<file path="src/rtl/ssq_pkg.sv">
// shared types and constants of the stable sorted priority queue
package ssq_pkg;

    localparam int CAPACITY      = 256;
    localparam int HANDLE_BITS   = 16;
    localparam int PRIORITY_BITS = 8;
    localparam int CNT_W         = $clog2(CAPACITY + 1);
    localparam int OCC_W         = 9;
    localparam int STATUS_W      = 2;

    typedef enum logic [STATUS_W-1:0] {
        ST_INSERTED = 2'd0,
        ST_POPPED   = 2'd1,
        ST_EMPTY    = 2'd2,
        ST_FULL     = 2'd3
    } status_t;

    typedef enum logic {
        MODE_INSERT = 1'b0,
        MODE_POP    = 1'b1
    } mode_t;

    typedef struct packed {
        logic [HANDLE_BITS-1:0]   handle;
        logic [PRIORITY_BITS-1:0] prio;
    } entry_t;

    typedef struct packed {
        logic ins;
        logic pop;
    } cell_ctl_t;

endpackage

</file>
<file path="src/rtl/ssq_cell.sv">
// one storage cell of the sorted row: compare against the new word and shift by one place
module ssq_cell (
    input  logic              aclk,
    input  ssq_pkg::cell_ctl_t ctl,
    input  ssq_pkg::entry_t   new_entry,
    input  logic              in_use,
    input  logic              prev_keep,
    input  ssq_pkg::entry_t   prev_entry,
    input  ssq_pkg::entry_t   next_entry,
    output ssq_pkg::entry_t   entry,
    output logic              keep
);
    import ssq_pkg::*;

    entry_t entry_reg;
    entry_t entry_next;

    // held entry stays ahead of the new word when its priority is not greater
    assign keep  = in_use && (entry_reg.prio <= new_entry.prio);
    assign entry = entry_reg;

    always_comb begin
        entry_next = entry_reg;
        if (ctl.pop) begin
            entry_next = next_entry;
        end else if (ctl.ins && !keep) begin
            if (prev_keep) begin
                entry_next = new_entry;
            end else begin
                entry_next = prev_entry;
            end
        end
    end

    always_ff @(posedge aclk) begin
        entry_reg <= entry_next;
    end

endmodule

</file>
<file path="config.mk">
export PLATFORM = sky130hd
export DESIGN_NAME = ssq_cell
export DESIGN_NICKNAME = d
export VERILOG_FILES = /design/src/rtl/ssq_pkg.sv /design/src/rtl/ssq_cell.sv
export SDC_FILE = /design/constraint.sdc
export NUM_CORES = 1
export LEC_CHECK = 0
export BUFFER_PORTS_ARGS = -buffer_cell sky130_fd_sc_hd__buf_2
export CORE_MARGIN = 2
export CORE_UTILIZATION = 37
export DETAILED_ROUTE_END_ITERATION = 6
export GPL_ROUTABILITY_DRIVEN = 0
export PLACE_DENSITY = 0.73
export SKIP_CTS_REPAIR_TIMING = 1
export SLEW_MARGIN = 20
export SYNTH_ARGS = -nofsm -noshare
export SYNTH_HDL_FRONTEND = slang
export SYNTH_SLANG_ARGS = --single-unit
export TNS_END_PERCENT = 50
</file>
<file path="constraint.sdc">
create_clock -name aclk -period 2.04 [get_ports aclk]
set_input_delay 0.408 -clock aclk [delete_from_list [all_inputs] [get_ports aclk]]
set_output_delay 0.408 -clock aclk [all_outputs]
set_load 0.02 [all_outputs]
</file>
==> summary.md <==
The tools report the number of cells after detailed placement as 284. The run gives 13 as the detailed router's first-iteration violation count. The logs give 0 for the initial antenna violation count and 0.26 ns for the source-to-sink clock delay at the later pin of the worst-skew pair. In this run the power spent charging and discharging nets is 0.3860 mW. The logs give 0.001836 ns for the post-route clock skew and 1,332 for the total vias in the final route. The run gives 0.24 ns as the flop-to-flop setup slack. For this run, the slowest stage of the critical path takes 0.41 ns. The average cell area after synthesis is 10.90 um2, and the number of top-level pins is 102. The tools report the maximum number of buffers from clock root to sink as 2.

The starting density of the core was 0.3789. After clock tree synthesis, the clock-pin slew on the worst setup and hold paths is 0.08 ns. The critical path goes through ha_1, nor2b_4, o211ai_2, a21oi_2, o21ai_1, buf_4. The highest clock frequency the design can meet was 493.6 MHz; the Yosys warning count was 0. Minimum setup slack in the final design: 0.01404 ns. The count of nets left with antenna violations after detail routing came out at 0. The synthesized design spends more area on one cell type than any other, namely sky130_fd_sc_hd__edfxtp_1. The max-slew headroom at the worst pin was 0.7312; the max-slew violation count was 0. The tools report the startpoint of the worst-slack reg-to-reg timing path as entry[1]. The post-synthesis register bit count works out to 24.

The portion of the post-synthesis area used by sequential elements was 0.4824. The critical path in this run is classified as reg2out. The switching part of the total is 0.2918. The cell area that synthesis handed to floorplanning was 1494 um2. The share of the clock period used by the worst path is 0.9931, and the cell-internal power is 0.9369 mW. Synthesis instantiated 18 different standard cells from the library. The utilization after layout is 0.5379.

STA classifies the critical path startpoint as a flip-flop. In this run the standard cell core region covers 3943 um2. The proportion of netlist area held by the largest area contributor is 0.4824, and the number of clock sinks seen by CTS is 24. The wire length reported by the detailed router was 3517 um. TritonCTS built the clock tree. The post-detailed-route DRC marker count was 0.

By area, the combinational part of the netlist is dominated by multiplexers. The xor-xnor portion of the synthesized cell area came out at 0. The flow ran to the end, and the final reports show no timing, DRC or antenna violations. Data on the critical path arrives at its endpoint at 1.62 ns.

The synthesized-area fraction occupied by adder cells came out at 0.06700. TritonCTS created 3 clock buffers. The final hold slack came out at 0.4299 ns. From synthesis to final layout, the design area changed by 41.96%. Setup repair after global routing could not meet its margin everywhere.

Setup violations remaining at the end of the flow were counted as 0. In the synthesized netlist the dominant register cell turns out to be sky130_fd_sc_hd__edfxtp_1. Simple logic cell fraction of the synthesized area: 0.09799.

Slowest cell on the critical path: sky130_fd_sc_hd__edfxtp_1. The tools report the final hold violation count as 0. The flip-flop count of the largest register after layout was 24; the multiplexer share of the synthesized area was 0.1608. The run gives 325 as the layout net count. The endpoint identified for the worst register-to-register timing path is entry[18].

The number of maximum-capacitance violations was 0; the ratio of cells with drive above 1 in the final layout was 0.4812. STA classifies the critical path endpoint as an output pin. After detailed placement, the total cell area comes to 2041 um2. Most common cell in the netlist: sky130_fd_sc_hd__nand2_1.

The compound-gate portion of the synthesized area is 0.1206. By area the synthesized netlist is led by sky130_fd_sc_hd__edfxtp_1 48%, sky130_fd_sc_hd__mux2i_1 16%, sky130_fd_sc_hd__o21ai_1 8.4%. The first global-routing pass estimated 5030 um of wire. The worst-case IR drop observed on VDD is 0.0002911 V.

In the final routed layout, each cell accounts on average for 12.17 um. The share of async-settable or async-resettable flops after synthesis works out to 0. The run gives 1,136 as the number of global-route vias before repair. The count of buffers from port buffering works out to 101. The ratio of total power to cell area works out to 623.8 nW/um2.

The synthesized instance count came out at 137. Tracing the worst setup path back leads to its startpoint at entry[1]. The net count after synthesis was 222; the overall track demand over capacity in global routing was 0.1495. The combinational share of power is 0.313.

The post-layout minimum cycle time was 2.026 ns. In this run the worst hold path is classified as in2reg. In this run the static leakage power is 1.067 nW.

After global routing the overflow that remains totals 0. In this run the clock root is driven by a sky130_fd_sc_hd__clkbuf_8. The tools report the sequential share of power as 0.480.

The number of flops mapped to enable cells by yosys was 24. For the pin with the worst max-slew slack, the measured transition is 0.4032 ns. Data required time at the worst endpoint: 1.63 ns. At the placement stage, the worst setup path has a slack of 0.09389 ns. After the flow finishes, the layout carries non-filler instances totaling 289. Entering global routing, the biggest net connects 45 pins.

The floorplan step set the die width to 67.54 um. Sorting the synthesized cells by how often they occur yields 27 x sky130_fd_sc_hd__nand2_1, 25 x sky130_fd_sc_hd__o21ai_1, 24 x sky130_fd_sc_hd__edfxtp_1, 24 x sky130_fd_sc_hd__mux2i_1. The most critical setup path has its endpoint at keep. The count of H-tree levels built during CTS was 1. In this run the vertical extent of the chip is 67.54 um. Count of TritonRoute iterations in the first routing pass: 4. The finished cells cover 2121 um2. After detailed routing, the number of vias per cell comes to 4.609. The tools report the HPWL reported at the end of detailed placement as 2771 um. The maximum fanout encountered on the critical timing path is 2. Path depth of the worst reg2reg path: 6. The filler cells instantiated in the layout total 365. The die covers 4562 um2.

The run gives 0.207 as the fraction of power consumed by the clock network. The floorplan has 23 rows. The antenna cell count was 0.
==> kinds of logic after synthesis <==
kind of cell / after synthesis
AO/OA/AOI/OAI: 32
adder cells (fa/ha/maj): 8
multiplexers: 24
buffers and inverters: 16
flip-flops: 24
AND/OR/NAND/NOR: 33
==> per-layer routing <==
metal	track usage	share of wire	wire length, um	up-vias
met2	0.2537	0.49	1714	60
met1	0.1753	0.41	1447	573
met3	0.06000	0.096	336	2
met5	0	0	0	-
li1	-	-	-	697
met4	0.03827	0.0051	18	0
==> per-stage QoR <==
step	TNS, ns	total power [mW]
floorplan	0	0.8832
global placement	0	1.046
detailed placement	0	1.053
CTS	-0.01799	1.327
global route	-0.08350	1.401
finish	0	1.323
==> power groups by stage <==
stage          Combinational (mW)  Clock, mW  Sequential, mW
2_1_floorplan               0.164          0           0.719
3_3_place_gp                0.403          0           0.643
3_5_place_dp                0.408          0           0.644
4_1_cts                     0.410      0.284           0.633
5_1_grt                     0.457      0.302           0.641
6_report                    0.414      0.274           0.634
==> worst min path at each step <==
| stage | cells after the start | slack (ns) | endpoint | start |
|---|---|---|---|---|
| final | 3 | 0.43 | entry[20] | next_entry[20] |
| after detailed placement | 3 | 0.70 | entry[15] | next_entry[15] |
| after CTS | 3 | 0.42 | entry[15] | next_entry[15] |
| after global placement | 3 | 0.69 | entry[10] | next_entry[10] |
| after floorplan | 2 | 0.60 | entry[21] | next_entry[21] |
| after global routing | 3 | 0.43 | entry[21] | next_entry[21] |
==> placed cells by master, fill, tap and decap left out, types with 2 or more instances in the layout <==
cell / count
sky130_fd_sc_hd__nand2_1: 27
sky130_fd_sc_hd__buf_12: 2
sky130_fd_sc_hd__ha_4: 2
sky130_fd_sc_hd__inv_1: 8
sky130_fd_sc_hd__buf_2: 100
sky130_fd_sc_hd__buf_4: 4
sky130_fd_sc_hd__a21oi_1: 3
sky130_fd_sc_hd__ha_1: 6
sky130_fd_sc_hd__clkbuf_8: 3
sky130_fd_sc_hd__mux2i_1: 24
sky130_fd_sc_hd__nand4_1: 2
sky130_fd_sc_hd__o21ai_1: 25
sky130_fd_sc_hd__nand3b_1: 2
sky130_fd_sc_hd__edfxtp_1: 24
==> layout make-up <==
cell class / instances / area, um2 / area share
Sequential cell: 24 / 720.7 / 0.3398
Multi-Input combinational cell: 97 / 691.9 / 0.3263
Timing Repair Buffer: 106 / 570.5 / 0.2690
Tap cell: 50 / 62.56 / 0.02950
Clock buffer: 3 / 41.29 / 0.01947
Inverter: 8 / 30.03 / 0.01416
Clock inverter: 1 / 3.754 / 0.001770
==> critical path: cells and delay by family, from the launching register on <==
kind / cells / cell delay (ns)
compound gates: 3 / 0.35
fa+ha+maj: 1 / 0.31
buf+inv: 1 / 0.16
flops: 1 / 0.41
simple gates: 1 / 0.13
Note: power is estimated with default switching activity, not from simulation.
